### src/sv/nearest_neighbor_resize_mapper_unit_defines.svh
// Assertion macros for the resize mapper's top level.
`ifndef NEAREST_NEIGHBOR_RESIZE_MAPPER_UNIT_DEFINES_SVH
`define NEAREST_NEIGHBOR_RESIZE_MAPPER_UNIT_DEFINES_SVH

// Same-cycle implication, sampled on clk and held off while rst_n is low.
`define NNRM_ASSERT_NOW(label, ante, cons, msg) \
    label: assert property (@(posedge clk) disable iff (!rst_n) (ante) |-> (cons)) \
        else $error(msg);

// Next-cycle implication, sampled on clk and held off while rst_n is low.
`define NNRM_ASSERT_NEXT(label, ante, cons, msg) \
    label: assert property (@(posedge clk) disable iff (!rst_n) (ante) |=> (cons)) \
        else $error(msg);

`endif

### src/sv/nnrm_pkg.sv
// Types and constants shared by the resize mapper modules.
`default_nettype none

package nnrm_pkg;

    // Fixed field widths
    localparam int DIM_W  = 16;
    localparam int EXT_W  = DIM_W + 1;
    localparam int PROD_W = 2 * DIM_W;
    localparam int OFF_W  = 18;
    localparam int CH_W   = 2;
    localparam int CNT_W  = $clog2(PROD_W + 1);
    localparam int CFG_IDX_W  = 3;
    localparam int IN_DATA_W  = 8;
    localparam int OUT_DATA_W = 104;
    localparam int OUT_USER_W = 2;

    // Configuration register indexes
    typedef enum logic [CFG_IDX_W-1:0] {
        REG_IN_WIDTH   = 3'd0,
        REG_IN_HEIGHT  = 3'd1,
        REG_OUT_WIDTH  = 3'd2,
        REG_OUT_HEIGHT = 3'd3,
        REG_CHANNELS   = 3'd4,
        REG_ROW_BEGIN  = 3'd5,
        REG_ROW_END    = 3'd6
    } cfg_reg_t;

    // Operand pair loaded into the shared divider
    typedef enum logic [1:0] {
        DIV_COL,
        DIV_ROW,
        DIV_MAP
    } div_sel_t;

    // Controller states
    typedef enum logic [3:0] {
        S_IDLE,
        S_STEP,
        S_COL_GO,
        S_COL_WAIT,
        S_ROW_GO,
        S_ROW_WAIT,
        S_MUL,
        S_MAP_GO,
        S_MAP_WAIT,
        S_LOAD,
        S_EMIT
    } state_t;

    // Commands from the controller to the datapath
    typedef struct packed {
        logic            set_started;
        logic            clr_started;
        logic            col_reset;
        logic            col_step;
        logic            row_step;
        logic            div_start;
        div_sel_t        div_sel;
        logic            load_col_steps;
        logic            load_row_steps;
        logic            mul_load;
        logic            load_row_map;
        logic            out_load;
        logic [CH_W-1:0] ch;
    } cmd_t;

    // Status from the datapath to the controller
    typedef struct packed {
        logic            started;
        logic            band_empty;
        logic            col_wrap;
        logic            row_wrap;
        logic            div_done;
        logic [CH_W-1:0] nch;
    } status_t;

    // One result item
    typedef struct packed {
        logic [DIM_W-1:0] src_row;
        logic [DIM_W-1:0] src_col;
        logic [DIM_W-1:0] dst_row;
        logic [DIM_W-1:0] dst_col;
        logic [CH_W-1:0]  channel_index;
        logic [OFF_W-1:0] src_elem_offset;
        logic [OFF_W-1:0] dst_elem_offset;
        logic             last_of_pixel;
        logic             last_of_row;
        logic             last_of_frame;
    } result_t;

endpackage

`default_nettype wire

### src/sv/nnrm_div.sv
// Radix-2 restoring divider: one quotient bit per cycle.
`default_nettype none

module nnrm_div (
    input  logic                        clk,
    input  logic                        rst_n,
    input  logic                        start,
    input  logic [nnrm_pkg::PROD_W-1:0] dividend,
    input  logic [nnrm_pkg::DIM_W-1:0]  divisor,
    output logic                        done,
    output logic [nnrm_pkg::PROD_W-1:0] quot,
    output logic [nnrm_pkg::DIM_W-1:0]  rem
);
    import nnrm_pkg::*;

    logic [PROD_W-1:0] q_reg, q_next;
    logic [DIM_W-1:0]  rem_reg, rem_next;
    logic [DIM_W-1:0]  d_reg, d_next;
    logic [CNT_W-1:0]  cnt_reg, cnt_next;
    logic              busy_reg, busy_next;
    logic              done_reg, done_next;
    logic [EXT_W-1:0]  rem_sh;
    logic [EXT_W-1:0]  rem_sub;
    logic              fits;

    // Trial subtraction of the divisor from the shifted partial remainder
    always_comb
    begin
        rem_sh  = {rem_reg, q_reg[PROD_W-1]};
        fits    = rem_sh >= {1'b0, d_reg};
        rem_sub = rem_sh - {1'b0, d_reg};
    end

    // Iteration control
    always_comb
    begin
        q_next    = q_reg;
        rem_next  = rem_reg;
        d_next    = d_reg;
        cnt_next  = cnt_reg;
        busy_next = busy_reg;
        done_next = 1'b0;
        if (start)
        begin
            q_next    = dividend;
            rem_next  = '0;
            d_next    = divisor;
            cnt_next  = CNT_W'(PROD_W);
            busy_next = 1'b1;
        end
        else if (busy_reg)
        begin
            q_next   = {q_reg[PROD_W-2:0], fits};
            rem_next = fits ? rem_sub[DIM_W-1:0] : rem_sh[DIM_W-1:0];
            cnt_next = cnt_reg - CNT_W'(1);
            if (cnt_reg == CNT_W'(1))
            begin
                busy_next = 1'b0;
                done_next = 1'b1;
            end
        end
    end

    // Control registers
    always_ff @(posedge clk or negedge rst_n)
    begin
        if (!rst_n)
        begin
            cnt_reg  <= '0;
            busy_reg <= 1'b0;
            done_reg <= 1'b0;
        end
        else
        begin
            cnt_reg  <= cnt_next;
            busy_reg <= busy_next;
            done_reg <= done_next;
        end
    end

    // Operand and result registers
    always_ff @(posedge clk)
    begin
        q_reg   <= q_next;
        rem_reg <= rem_next;
        d_reg   <= d_next;
    end

    assign done = done_reg;
    assign quot = q_reg;
    assign rem  = rem_reg;

endmodule

`default_nettype wire

### src/sv/nnrm_dp.sv
// Datapath: configuration, walk registers, rational stepping and result register.
`default_nettype none

module nnrm_dp #(
    parameter int DIM_BITS     = 16,
    parameter int MAX_CHANNELS = 3
) (
    input  logic                           clk,
    input  logic                           rst_n,
    input  logic                           cfg_we,
    input  logic [nnrm_pkg::CFG_IDX_W-1:0] cfg_index,
    input  logic [nnrm_pkg::DIM_W-1:0]     cfg_data,
    input  nnrm_pkg::cmd_t                 cmd,
    output nnrm_pkg::status_t              status,
    output nnrm_pkg::result_t              result
);
    import nnrm_pkg::*;

    localparam logic [2:0] MAX_CH = 3'(MAX_CHANNELS);

    // Configuration registers
    logic [DIM_BITS-1:0] in_width_reg, in_height_reg, out_width_reg, out_height_reg;
    logic [DIM_BITS-1:0] row_begin_reg, row_end_reg;
    logic [CH_W-1:0]     channels_reg;

    // Walk state
    logic [DIM_W-1:0] out_col_reg, out_col_next;
    logic [DIM_W-1:0] out_row_reg, out_row_next;
    logic [DIM_W-1:0] map_col_reg, map_col_next;
    logic [DIM_W-1:0] map_row_reg, map_row_next;
    logic [DIM_W-1:0] col_rem_reg, col_rem_next;
    logic [DIM_W-1:0] row_rem_reg, row_rem_next;
    logic [DIM_W-1:0] col_quot_reg, col_quot_next;
    logic [DIM_W-1:0] col_srem_reg, col_srem_next;
    logic [DIM_W-1:0] row_quot_reg, row_quot_next;
    logic [DIM_W-1:0] row_srem_reg, row_srem_next;
    logic             started_reg, started_next;
    logic [PROD_W-1:0] prod_reg;
    result_t          result_reg;

    // Effective configuration values
    logic [DIM_W-1:0]  iw, ih, ow, oh, rb, re, band_end;
    logic [CH_W-1:0]   ch_raw, nch;

    // Stepping arithmetic
    logic [EXT_W-1:0]  col_sum, col_fix, row_sum, row_fix;
    logic              col_carry, row_carry;

    // Divider hookup
    logic [PROD_W-1:0] div_dividend, div_quot;
    logic [DIM_W-1:0]  div_divisor, div_rem;
    logic              div_done;

    // Result fields
    logic [DIM_W-1:0]  sr, sc;
    logic              col_wrap, row_wrap;
    result_t           res_new;

    // Configuration writes, masked to the dimension width
    always_ff @(posedge clk or negedge rst_n)
    begin
        if (!rst_n)
        begin
            in_width_reg   <= DIM_BITS'(1);
            in_height_reg  <= DIM_BITS'(1);
            out_width_reg  <= DIM_BITS'(1);
            out_height_reg <= DIM_BITS'(1);
            channels_reg   <= CH_W'(1);
            row_begin_reg  <= '0;
            row_end_reg    <= DIM_BITS'(1);
        end
        else if (cfg_we)
        begin
            case (cfg_index)
                REG_IN_WIDTH:   in_width_reg   <= cfg_data[DIM_BITS-1:0];
                REG_IN_HEIGHT:  in_height_reg  <= cfg_data[DIM_BITS-1:0];
                REG_OUT_WIDTH:  out_width_reg  <= cfg_data[DIM_BITS-1:0];
                REG_OUT_HEIGHT: out_height_reg <= cfg_data[DIM_BITS-1:0];
                REG_CHANNELS:   channels_reg   <= cfg_data[CH_W-1:0];
                REG_ROW_BEGIN:  row_begin_reg  <= cfg_data[DIM_BITS-1:0];
                REG_ROW_END:    row_end_reg    <= cfg_data[DIM_BITS-1:0];
                default:        ;
            endcase
        end
    end

    // A zero dimension counts as one; the band stops at the image bottom
    always_comb
    begin
        iw = (in_width_reg   == '0) ? DIM_W'(1) : DIM_W'(in_width_reg);
        ih = (in_height_reg  == '0) ? DIM_W'(1) : DIM_W'(in_height_reg);
        ow = (out_width_reg  == '0) ? DIM_W'(1) : DIM_W'(out_width_reg);
        oh = (out_height_reg == '0) ? DIM_W'(1) : DIM_W'(out_height_reg);
        rb = DIM_W'(row_begin_reg);
        re = DIM_W'(row_end_reg);
        band_end = (re < oh) ? re : oh;
        ch_raw = (channels_reg == '0) ? CH_W'(1) : channels_reg;
        nch = ({1'b0, ch_raw} > MAX_CH) ? MAX_CH[CH_W-1:0] : ch_raw;
    end

    // Shared divider and its operand selection
    always_comb
    begin
        case (cmd.div_sel)
            DIV_COL:
            begin
                div_dividend = PROD_W'(iw);
                div_divisor  = ow;
            end
            DIV_ROW:
            begin
                div_dividend = PROD_W'(ih);
                div_divisor  = oh;
            end
            DIV_MAP:
            begin
                div_dividend = prod_reg;
                div_divisor  = oh;
            end
            default:
            begin
                div_dividend = prod_reg;
                div_divisor  = oh;
            end
        endcase
    end

    nnrm_div u_div (
        .clk      (clk),
        .rst_n    (rst_n),
        .start    (cmd.div_start),
        .dividend (div_dividend),
        .divisor  (div_divisor),
        .done     (div_done),
        .quot     (div_quot),
        .rem      (div_rem)
    );

    // Remainder accumulation with carry into the mapped index
    always_comb
    begin
        col_sum   = {1'b0, col_rem_reg} + {1'b0, col_srem_reg};
        col_carry = col_sum >= {1'b0, ow};
        col_fix   = col_carry ? (col_sum - {1'b0, ow}) : col_sum;
        row_sum   = {1'b0, row_rem_reg} + {1'b0, row_srem_reg};
        row_carry = row_sum >= {1'b0, oh};
        row_fix   = row_carry ? (row_sum - {1'b0, oh}) : row_sum;
    end

    // Walk state update under controller command
    always_comb
    begin
        out_col_next  = out_col_reg;
        out_row_next  = out_row_reg;
        map_col_next  = map_col_reg;
        map_row_next  = map_row_reg;
        col_rem_next  = col_rem_reg;
        row_rem_next  = row_rem_reg;
        col_quot_next = col_quot_reg;
        col_srem_next = col_srem_reg;
        row_quot_next = row_quot_reg;
        row_srem_next = row_srem_reg;
        started_next  = started_reg;
        if (cmd.col_reset)
        begin
            out_col_next = '0;
            map_col_next = '0;
            col_rem_next = '0;
        end
        if (cmd.col_step)
        begin
            out_col_next = out_col_reg + DIM_W'(1);
            col_rem_next = col_fix[DIM_W-1:0];
            map_col_next = map_col_reg + col_quot_reg + DIM_W'(col_carry);
        end
        if (cmd.row_step)
        begin
            out_row_next = out_row_reg + DIM_W'(1);
            row_rem_next = row_fix[DIM_W-1:0];
            map_row_next = map_row_reg + row_quot_reg + DIM_W'(row_carry);
        end
        if (cmd.load_row_map)
        begin
            out_row_next = rb;
            map_row_next = div_quot[DIM_W-1:0];
            row_rem_next = div_rem;
        end
        if (cmd.load_col_steps)
        begin
            col_quot_next = div_quot[DIM_W-1:0];
            col_srem_next = div_rem;
        end
        if (cmd.load_row_steps)
        begin
            row_quot_next = div_quot[DIM_W-1:0];
            row_srem_next = div_rem;
        end
        if (cmd.set_started)
        begin
            started_next = 1'b1;
        end
        if (cmd.clr_started)
        begin
            started_next = 1'b0;
        end
    end

    always_ff @(posedge clk or negedge rst_n)
    begin
        if (!rst_n)
        begin
            out_col_reg  <= '0;
            out_row_reg  <= '0;
            map_col_reg  <= '0;
            map_row_reg  <= '0;
            col_rem_reg  <= '0;
            row_rem_reg  <= '0;
            col_quot_reg <= '0;
            col_srem_reg <= '0;
            row_quot_reg <= '0;
            row_srem_reg <= '0;
            started_reg  <= 1'b0;
        end
        else
        begin
            out_col_reg  <= out_col_next;
            out_row_reg  <= out_row_next;
            map_col_reg  <= map_col_next;
            map_row_reg  <= map_row_next;
            col_rem_reg  <= col_rem_next;
            row_rem_reg  <= row_rem_next;
            col_quot_reg <= col_quot_next;
            col_srem_reg <= col_srem_next;
            row_quot_reg <= row_quot_next;
            row_srem_reg <= row_srem_next;
            started_reg  <= started_next;
        end
    end

    // First band row times the source height, registered ahead of the divide
    always_ff @(posedge clk)
    begin
        if (cmd.mul_load)
        begin
            prod_reg <= PROD_W'(rb) * PROD_W'(ih);
        end
    end

    // Position tests and clamped source indices
    always_comb
    begin
        col_wrap = ({1'b0, out_col_reg} + EXT_W'(1)) >= {1'b0, ow};
        row_wrap = ({1'b0, out_row_reg} + EXT_W'(1)) >= {1'b0, band_end};
        sr = (map_row_reg > (ih - DIM_W'(1))) ? (ih - DIM_W'(1)) : map_row_reg;
        sc = (map_col_reg > (iw - DIM_W'(1))) ? (iw - DIM_W'(1)) : map_col_reg;
    end

    // Fields of the result for the channel named in the command
    always_comb
    begin
        res_new.src_row         = sr;
        res_new.src_col         = sc;
        res_new.dst_row         = out_row_reg;
        res_new.dst_col         = out_col_reg;
        res_new.channel_index   = cmd.ch;
        res_new.src_elem_offset = OFF_W'(OFF_W'(sc) * OFF_W'(nch)) + OFF_W'(cmd.ch);
        res_new.dst_elem_offset = OFF_W'(OFF_W'(out_col_reg) * OFF_W'(nch)) + OFF_W'(cmd.ch);
        res_new.last_of_pixel   = cmd.ch == (nch - CH_W'(1));
        res_new.last_of_row     = col_wrap;
        res_new.last_of_frame   = col_wrap && row_wrap;
    end

    // Output register
    always_ff @(posedge clk)
    begin
        if (cmd.out_load)
        begin
            result_reg <= res_new;
        end
    end

    always_comb
    begin
        status.started    = started_reg;
        status.band_empty = rb >= band_end;
        status.col_wrap   = col_wrap;
        status.row_wrap   = row_wrap;
        status.div_done   = div_done;
        status.nch        = nch;
    end

    assign result = result_reg;

endmodule

`default_nettype wire

### src/sv/nnrm_ctrl.sv
// Controller: item handshake, walk sequencing and per-channel result issue.
`default_nettype none

module nnrm_ctrl (
    input  logic              clk,
    input  logic              rst_n,
    input  logic              s_tvalid,
    input  logic              restart,
    input  logic              m_tready,
    input  nnrm_pkg::status_t status,
    output nnrm_pkg::cmd_t    cmd,
    output logic              s_tready,
    output logic              m_tvalid
);
    import nnrm_pkg::*;

    state_t          state_reg, state_next;
    logic [CH_W-1:0] ch_reg, ch_next;

    // State and channel counter registers
    always_ff @(posedge clk or negedge rst_n)
    begin
        if (!rst_n)
        begin
            state_reg <= S_IDLE;
            ch_reg    <= '0;
        end
        else
        begin
            state_reg <= state_next;
            ch_reg    <= ch_next;
        end
    end

    // Next state and commands
    always_comb
    begin
        state_next = state_reg;
        ch_next    = ch_reg;
        cmd        = '0;
        cmd.div_sel = DIV_MAP;
        s_tready   = 1'b0;
        m_tvalid   = 1'b0;
        case (state_reg)
            S_IDLE:
            begin
                s_tready = 1'b1;
                if (s_tvalid)
                begin
                    if (restart)
                    begin
                        if (status.band_empty)
                        begin
                            cmd.clr_started = 1'b1;
                        end
                        else
                        begin
                            state_next = S_COL_GO;
                        end
                    end
                    else if (status.started)
                    begin
                        if (status.band_empty)
                        begin
                            cmd.clr_started = 1'b1;
                        end
                        else
                        begin
                            state_next = S_STEP;
                        end
                    end
                end
            end
            // Move on by one pixel; the band's end reloads its first row
            S_STEP:
            begin
                if (!status.col_wrap)
                begin
                    cmd.col_step = 1'b1;
                    state_next   = S_LOAD;
                end
                else if (!status.row_wrap)
                begin
                    cmd.col_reset = 1'b1;
                    cmd.row_step  = 1'b1;
                    state_next    = S_LOAD;
                end
                else
                begin
                    cmd.col_reset = 1'b1;
                    state_next    = S_MUL;
                end
            end
            S_COL_GO:
            begin
                cmd.col_reset   = 1'b1;
                cmd.set_started = 1'b1;
                cmd.div_start   = 1'b1;
                cmd.div_sel     = DIV_COL;
                state_next      = S_COL_WAIT;
            end
            S_COL_WAIT:
            begin
                cmd.div_sel = DIV_COL;
                if (status.div_done)
                begin
                    cmd.load_col_steps = 1'b1;
                    state_next         = S_ROW_GO;
                end
            end
            S_ROW_GO:
            begin
                cmd.div_start = 1'b1;
                cmd.div_sel   = DIV_ROW;
                state_next    = S_ROW_WAIT;
            end
            S_ROW_WAIT:
            begin
                cmd.div_sel = DIV_ROW;
                if (status.div_done)
                begin
                    cmd.load_row_steps = 1'b1;
                    state_next         = S_MUL;
                end
            end
            S_MUL:
            begin
                cmd.mul_load = 1'b1;
                state_next   = S_MAP_GO;
            end
            S_MAP_GO:
            begin
                cmd.div_start = 1'b1;
                state_next    = S_MAP_WAIT;
            end
            S_MAP_WAIT:
            begin
                if (status.div_done)
                begin
                    cmd.load_row_map = 1'b1;
                    state_next       = S_LOAD;
                end
            end
            S_LOAD:
            begin
                cmd.out_load = 1'b1;
                cmd.ch       = '0;
                ch_next      = '0;
                state_next   = S_EMIT;
            end
            // One result item per channel, each held until taken
            S_EMIT:
            begin
                m_tvalid = 1'b1;
                if (m_tready)
                begin
                    if (ch_reg == (status.nch - CH_W'(1)))
                    begin
                        state_next = S_IDLE;
                    end
                    else
                    begin
                        ch_next      = ch_reg + CH_W'(1);
                        cmd.out_load = 1'b1;
                        cmd.ch       = ch_reg + CH_W'(1);
                    end
                end
            end
            default:
            begin
                state_next = S_IDLE;
            end
        endcase
    end

endmodule

`default_nettype wire

### src/sv/nearest_neighbor_resize_mapper_unit.sv
// Top level of the nearest-neighbour resize address mapper.
//
// Channel  Direction  Accepted when          Carries
// s_*      in         s_tvalid && s_tready   restart flag, one item per pixel step
// m_*      out        m_tvalid && m_tready   source/destination indices, one per channel
// cfg_*    in         cfg_we                 register write, no read-back
//
// An ordinary advance goes through the step and load states to the first result, then one
// result item per cycle for each channel while m_tready is high.
// A restart runs the shared 32-step divider three times; wrapping from the band's last
// pixel to its first runs it once.
// One item is in work at a time; results stall for as long as m_tready is low.
// Reset sets every dimension and the channel count to 1; a restart is needed first.
`default_nettype none

module nearest_neighbor_resize_mapper_unit #(
    parameter int DIM_BITS     = 16,
    parameter int MAX_CHANNELS = 3
) (
    input  logic                            clk,
    input  logic                            rst_n,
    input  logic                            s_tvalid,
    output logic                            s_tready,
    // s_tdata: [0] restart, [7:1] zero
    input  logic [nnrm_pkg::IN_DATA_W-1:0]  s_tdata,
    output logic                            m_tvalid,
    input  logic                            m_tready,
    // m_tdata: src_row, src_col, dst_row, dst_col, channel_index,
    //          src_elem_offset, dst_elem_offset, two zero bits
    output logic [nnrm_pkg::OUT_DATA_W-1:0] m_tdata,
    // m_tlast: last_of_frame
    output logic                            m_tlast,
    // m_tuser: [0] last_of_pixel, [1] last_of_row
    output logic [nnrm_pkg::OUT_USER_W-1:0] m_tuser,
    input  logic                            cfg_we,
    input  logic [nnrm_pkg::CFG_IDX_W-1:0]  cfg_index,
    input  logic [nnrm_pkg::DIM_W-1:0]      cfg_data
);
    import nnrm_pkg::*;

    `include "nearest_neighbor_resize_mapper_unit_defines.svh"

    cmd_t    cmd;
    status_t status;
    result_t result;

    nnrm_ctrl u_ctrl (
        .clk      (clk),
        .rst_n    (rst_n),
        .s_tvalid (s_tvalid),
        .restart  (s_tdata[0]),
        .m_tready (m_tready),
        .status   (status),
        .cmd      (cmd),
        .s_tready (s_tready),
        .m_tvalid (m_tvalid)
    );

    nnrm_dp #(
        .DIM_BITS     (DIM_BITS),
        .MAX_CHANNELS (MAX_CHANNELS)
    ) u_dp (
        .clk       (clk),
        .rst_n     (rst_n),
        .cfg_we    (cfg_we),
        .cfg_index (cfg_index),
        .cfg_data  (cfg_data),
        .cmd       (cmd),
        .status    (status),
        .result    (result)
    );

    // Pack the result item onto the stream
    assign m_tdata = {2'b00, result.dst_elem_offset, result.src_elem_offset,
                      result.channel_index, result.dst_col, result.dst_row,
                      result.src_col, result.src_row};
    assign m_tlast = result.last_of_frame;
    assign m_tuser = {result.last_of_row, result.last_of_pixel};

    // No new item is taken while a result is still on offer
    `NNRM_ASSERT_NOW(a_no_overlap, 1'b1, !(s_tready && m_tvalid), "item taken during results")
    // The end of the band is always the end of a row
    `NNRM_ASSERT_NOW(a_frame_ends_row, m_tvalid && m_tlast, m_tuser[1], "frame end off row end")
    // After the pixel's last channel is taken the block goes back to waiting
    `NNRM_ASSERT_NEXT(a_pixel_done, m_tvalid && m_tready && m_tuser[0], !m_tvalid, "extra result")
    // Channels of one pixel follow one another
    `NNRM_ASSERT_NEXT(a_next_channel, m_tvalid && m_tready && !m_tuser[0], m_tvalid && (m_tdata[65:64] == ($past(m_tdata[65:64]) + 2'd1)), "channel skipped")

endmodule

`default_nettype wire

### config.mk
export PLATFORM = sky130hd
export DESIGN_NAME = nearest_neighbor_resize_mapper_unit
export DESIGN_NICKNAME = d
export VERILOG_FILES = /design/src/sv/nnrm_pkg.sv /design/src/sv/nnrm_div.sv /design/src/sv/nnrm_dp.sv /design/src/sv/nnrm_ctrl.sv /design/src/sv/nearest_neighbor_resize_mapper_unit.sv
export VERILOG_INCLUDE_DIRS = /design/src /design/src/sv
export SDC_FILE = /design/constraint.sdc
export NUM_CORES = 2
export LEC_CHECK = 0
export ABC_CLOCK_PERIOD_IN_PS = 8800
export BUFFER_PORTS_ARGS = -buffer_cell sky130_fd_sc_hd__buf_2
export CORE_MARGIN = 2
export CORE_UTILIZATION = 40
export DETAILED_ROUTE_END_ITERATION = 8
export SLEW_MARGIN = 20
export SYNTH_ARGS = -nofsm -noshare
export SYNTH_HDL_FRONTEND = slang
export SYNTH_HIERARCHICAL = 1
export SYNTH_SLANG_ARGS = --single-unit
### constraint.sdc
create_clock -name clk -period 8.8 [get_ports clk]
set_input_delay 0.88 -clock clk [delete_from_list [all_inputs] [get_ports clk]]
set_output_delay 0.88 -clock clk [all_outputs]
set_load 0.01 [all_outputs]
## Word-level counts from Yosys, hierarchy flattened

Index checks and enable logic that the tools add are counted.
Widths: inputs -> output; s select.

- $lt $le $gt $ge: 9
- $add $sub $neg: 20
- Equal/unequal tests: 29
- Reduce and logical (&&, ||, !) cells: 26
- Multiply operators: 3
- Multiplexer cells: 75

Operators with widths:

| operator | number |
|---|---|
| $mux 16 | 21 |
| $ge 17x16->1 | 5 |
| $logic_not 16->1 | 4 |
| $mux 32 | 2 |
| $pmux 32 s2 | 1 |
| $mux 4 | 12 |
| $sub 16x16->16 | 3 |
| $pmux 4 s11 | 1 |
| $add 18x2->18 | 2 |
| $mul 16x2->18 | 2 |
| $add 16x1->17 const B | 2 |
| $add 16x16->17 | 2 |
| $add 16x1->16 | 2 |
| $add 16x1->16 const B | 2 |
| $add 16x16->16 | 2 |
| $gt 16x16->1 | 2 |
| $mul 16x16->32 | 1 |
| $sub 16x1->16 const B | 2 |
| $mux 1 | 26 |
| $eq 4x3->1 const B | 4 |
| $ge 16x16->1 | 1 |
| $lt 16x16->1 | 1 |
| $reduce_and 2->1 | 7 |
| $eq 4x4->1 const B | 3 |
| 29 further kinds | 52 |

- Logic and storage cells: 199
- Output and inout port bits: 109
- Input port bits: 32
- Register bits: 474

## Logic depth before layout (Yosys ltp)

- Depth after elaboration: 11
- Mapped depth: 35
- Gate-level depth less buffers: 34

## Hierarchy

The synthesis kept the hierarchy.

Modules (own cells, without submodules):

| module | times used | area an instance (sq um) | sequential area each (sq um) | cells an instance |
|---|---|---|---|---|
| nnrm_dp | 1 | 33567.2 | 10602.7 | 3384 |
| nnrm_div | 1 | 3712.3 | 1961.9 | 312 |
| nnrm_ctrl | 1 | 679.4 | 150.1 | 88 |
| nearest_neighbor_resize_mapper_unit | 1 | 18.8 | 0.0 | 3 |

## Worst setup path after synthesis

No wires, ideal clock.

- Kind: flip-flop to flip-flop
- From: register u_dp.in_width_reg[6]
- To: register u_dp.result_reg, in the netlist u_dp/result[37], data pin
- Library setup time: 0.266 ns
- Arrival: 7.443 ns
- Data required time: 8.534 ns
- Path buffers: 1
- Cell stages (with the launch flop): 33
- Period minus slack after synthesis: 7.709 ns
- Slack: 1.091 ns
- Path through: dfrtp_1 > or3_1 > or3_1 > or4_4 > or3_1 > nor2_1 > nor2_1 > ha_1 > nand2_1 > nor3_1 > xor2_1 > inv_1 > ha_1 > nor2b_1 > o21ai_0 > nand2b_1 > a2111oi_0 > o221ai_1 > nand2_1 > buf_2 > mux2i_1 > and2_1 > fa_1 > ha_1 > a211o_1 > a211oi_1 > o31ai_1 > or4_1 > a31oi_1 > nor2b_1 > o21a_1 > o41ai_1 > xnor2_1

RTL lines:

| what | line | RTL |
|---|---|---|
| start, declared | nnrm_dp.sv:22 | `logic [DIM_BITS-1:0] in_width_reg, in_height_reg, out_width_reg, out_height_reg;` |
| start signal, assigned | nnrm_dp.sv:75 | `REG_IN_WIDTH: in_width_reg <= cfg_data[DIM_BITS-1:0];` |
| end signal, assigned | nnrm_dp.sv:278 | `result_reg <= res_new;` |
| end, declared | nnrm_dp.sv:39 | `result_t result_reg;` |

==> impl_metrics.env <==
export IMPL_status="completed"
export IMPL_worstSetupEndpointType="flip-flop"
export IMPL_setup_tns_final_ns=0
export IMPL_power_density_nw_per_um2=427
export IMPL_synthXorXnorAreaFrac_pct=4.73
export IMPL_syn_avg_cell_area_um2=10.0
export IMPL_finalWorstSetupSlack_ns=0.630
export IMPL_num_nets_final=4482
export IMPL_fin_cells=5182
export IMPL_synth_fa_ha_area_share_pct=23.3
export IMPL_ys_ff_latch=474
export IMPL_grt_max_degree=77
export IMPL_peakVddDrop_mv=1.17
export IMPL_drive_above_1_share_pct=13.1
export IMPL_clock_latency_ns=0.64
export IMPL_postPlaceCellArea_um2=40000
export IMPL_hpwlAfterDp_um=77500
export IMPL_whs_ns=0.195
export IMPL_grt_ovfl_total=0
export IMPL_first_global_vias=27600
export IMPL_synth_area_um2=38000
export IMPL_antenna_found_initial=5
export IMPL_max_stage_delay_ns=0.45
export IMPL_cts_tree="done"
export IMPL_wire_per_inst_um=19.9
export IMPL_vias=27800
export IMPL_std_cell_rows=113
export IMPL_hold_class="in -> async"
export IMPL_fill_cells=9074
export IMPL_synth_flop_cell="dfrtp_1"
export IMPL_drt_first_pass_iters=5
export IMPL_tightestPinTransition_ns=1.10
export IMPL_htree_levels=2
export IMPL_viasPerCell=5.37
export IMPL_met3WireLength_um=4560
export IMPL_area_growth_syn_to_layout_pct=10.7
export IMPL_synth_edf_count=185
export IMPL_ios=141
export IMPL_worst_path_buf_inv=2
export IMPL_met1_length_um=47200
export IMPL_final_util_pct=44.5
export IMPL_yosys_warnings=6
export IMPL_final_common_cell="inv_1"
export IMPL_final_cell_mix="inv_1 (377), ha_1 (375), nand2_1 (359), dfrtp_1 (267), fa_1 (207)"
export IMPL_synth_compound_area_share_pct=11.3
export IMPL_synthSimpleGateAreaFrac_pct=13.3
export IMPL_crit_path_frequent_cell="ha_1"
export IMPL_power_mw=18.0
export IMPL_drt_iter0_drc=1917
export IMPL_p_leak_nw=20.3
export IMPL_cp_top_family="simple AND/OR/NAND/NOR gates"
export IMPL_clkSlewWorstSetupHoldPaths_ns=0.06
export IMPL_root_buffer="clkbuf_16"
export IMPL_die_y_um=312
export IMPL_synthMuxAreaShare_pct=8.40
export IMPL_worst_path_max_fanout=13
export IMPL_routed_wl_um=103000
export IMPL_highest_layer="met4"
export IMPL_drtAntennaViolNets=0
export IMPL_grt_pass1_wl_um=162000
export IMPL_fin_crit_sh_pct=92.8
export IMPL_cap_violations=0
export IMPL_syn_instance_count=3787
export IMPL_period_minus_slack_ns=8.17
export IMPL_largest_reg_flops=105
export IMPL_cp_slowest_cell="or4_4"
export IMPL_grtUsageTotal_pct=21.2
export IMPL_port_buffers=131
export IMPL_synth_top_family_by_area="adder cells"
export IMPL_core_area_um2=94600
export IMPL_drc=0
export IMPL_cts_sinks=474
export IMPL_fmaxAchievable_ghz=0.122
export IMPL_cts_buffers=56
export IMPL_place_congestion=0.886
export IMPL_die_w_um=312
export IMPL_cts_path_max_buffers=3
export IMPL_path_class="reg -> reg"
export IMPL_finalSetupViolCount=0
export IMPL_synthArstFlopShare_pct=57.6
export IMPL_relSlewSlack_pct=26.9
export IMPL_drv_slew=0
export IMPL_pre_cts_ws_ns=0.508
export IMPL_route_met2_wl_um=48100
export IMPL_dieArea_um2=97400
export IMPL_hold_viol=0
export IMPL_cp_arrival_ns=8.53
export IMPL_cts_setup_buffers=0
export IMPL_ys_seq_area_share_pct=33.5
export IMPL_finalInstanceArea_um2=42100
export IMPL_place_inst=5075
export IMPL_worstPathRequired_ns=9.16
export IMPL_finClkSkew_ns=0.0311
export IMPL_start_kind="flip-flop"
export IMPL_initial_core_util_pct=40.2
export IMPL_synth_cell_types=92
[cell families after synthesis]
logic type / after synthesis
AND/OR/NAND/NOR: 1021
adder cells (fa/ha/maj): 582
other: 1
multiplexers: 296
buffers and inverters: 535
flip-flops: 474
AO/OA/AOI/OAI: 673
XOR/XNOR: 205
[cell usage after synthesis, drive strengths merged (31+ instances only)]
cell type  instances  share of area (%)
xnor2            123                2.8
a21o              60                1.2
xor2              82                1.9
nand2b            35               0.58
mux2             182                5.4
clkbuf           128                1.3
fa               207                 11
nand3             39               0.51
ha               375                 12
o21ai            213                2.8
nor2             169                1.7
and2             181                3.0
nor3              59               0.78
a21oi            148                2.0
nor2b             46               0.76
edfxtp           185                 15
inv              378                3.7
mux2i            114                3.0
dfrtp            267                 18
and3              31               0.51
a211oi            33               0.69
o21a              44               0.87
nand2            359                3.5
[path summary, 6_finish.rpt]
kind                                                endpoint  depth (start not counted)                        startpoint  slack (ns)
setup / recovery                   u_dp/result[37]$_DFFE_PP_                         32  u_dp/in_width_reg[6]$_DFFE_PN0P_        0.63
hold / removal              u_dp/col_srem_reg[5]$_DFFE_PN0P_                          1                             rst_n        0.20
setup reg to reg                   u_dp/result[37]$_DFFE_PP_                         32  u_dp/in_width_reg[6]$_DFFE_PN0P_        0.63
hold reg to reg                    u_dp/result[56]$_DFFE_PP_                          0  u_dp/out_col_reg[15]$_DFFE_PN0P_        0.47
max in group asynchronous  u_dp/row_quot_reg[15]$_DFFE_PN0P_                          2                             rst_n        7.18
min in group clk                   u_dp/result[56]$_DFFE_PP_                          0  u_dp/out_col_reg[15]$_DFFE_PN0P_        0.47
[metal layers]
| metal | vias up | track usage [%] |
|---|---|---|
| li1 | 13200 | - |
| met1 | 13900 | 29.3 |
| met2 | 582 | 34.7 |
| met3 | 127 | 2.45 |
| met4 | 0 | 6.94 |
| met5 | - | 0 |
[area by class of cell]
type | count | area [um^2] | share of cell area (%)
multi-input cells | 2779 | 23300 | 55.3
flip-flops and latches | 474 | 12700 | 30.2
well taps | 1265 | 1580 | 3.76
clock buffers | 67 | 1500 | 3.58
inverters | 379 | 1430 | 3.39
repair buffers | 178 | 1020 | 2.42
clock inverters | 39 | 546 | 1.30
diodes | 1 | 2.50 | 0.00595
[what timing repair did]
action,CTS,global route
resized for setup,0,3
endpoints found under the setup margin,0,1
hold endpoints to repair,0,0
hold buffers,0,0
[where the power goes]
group	switching (mW)	internal, mW
registers	0.235	2.98
clock network	1.01	1.58
logic	7.03	5.12
total	8.27	9.68
Note: power is estimated with default switching activity, not from simulation.
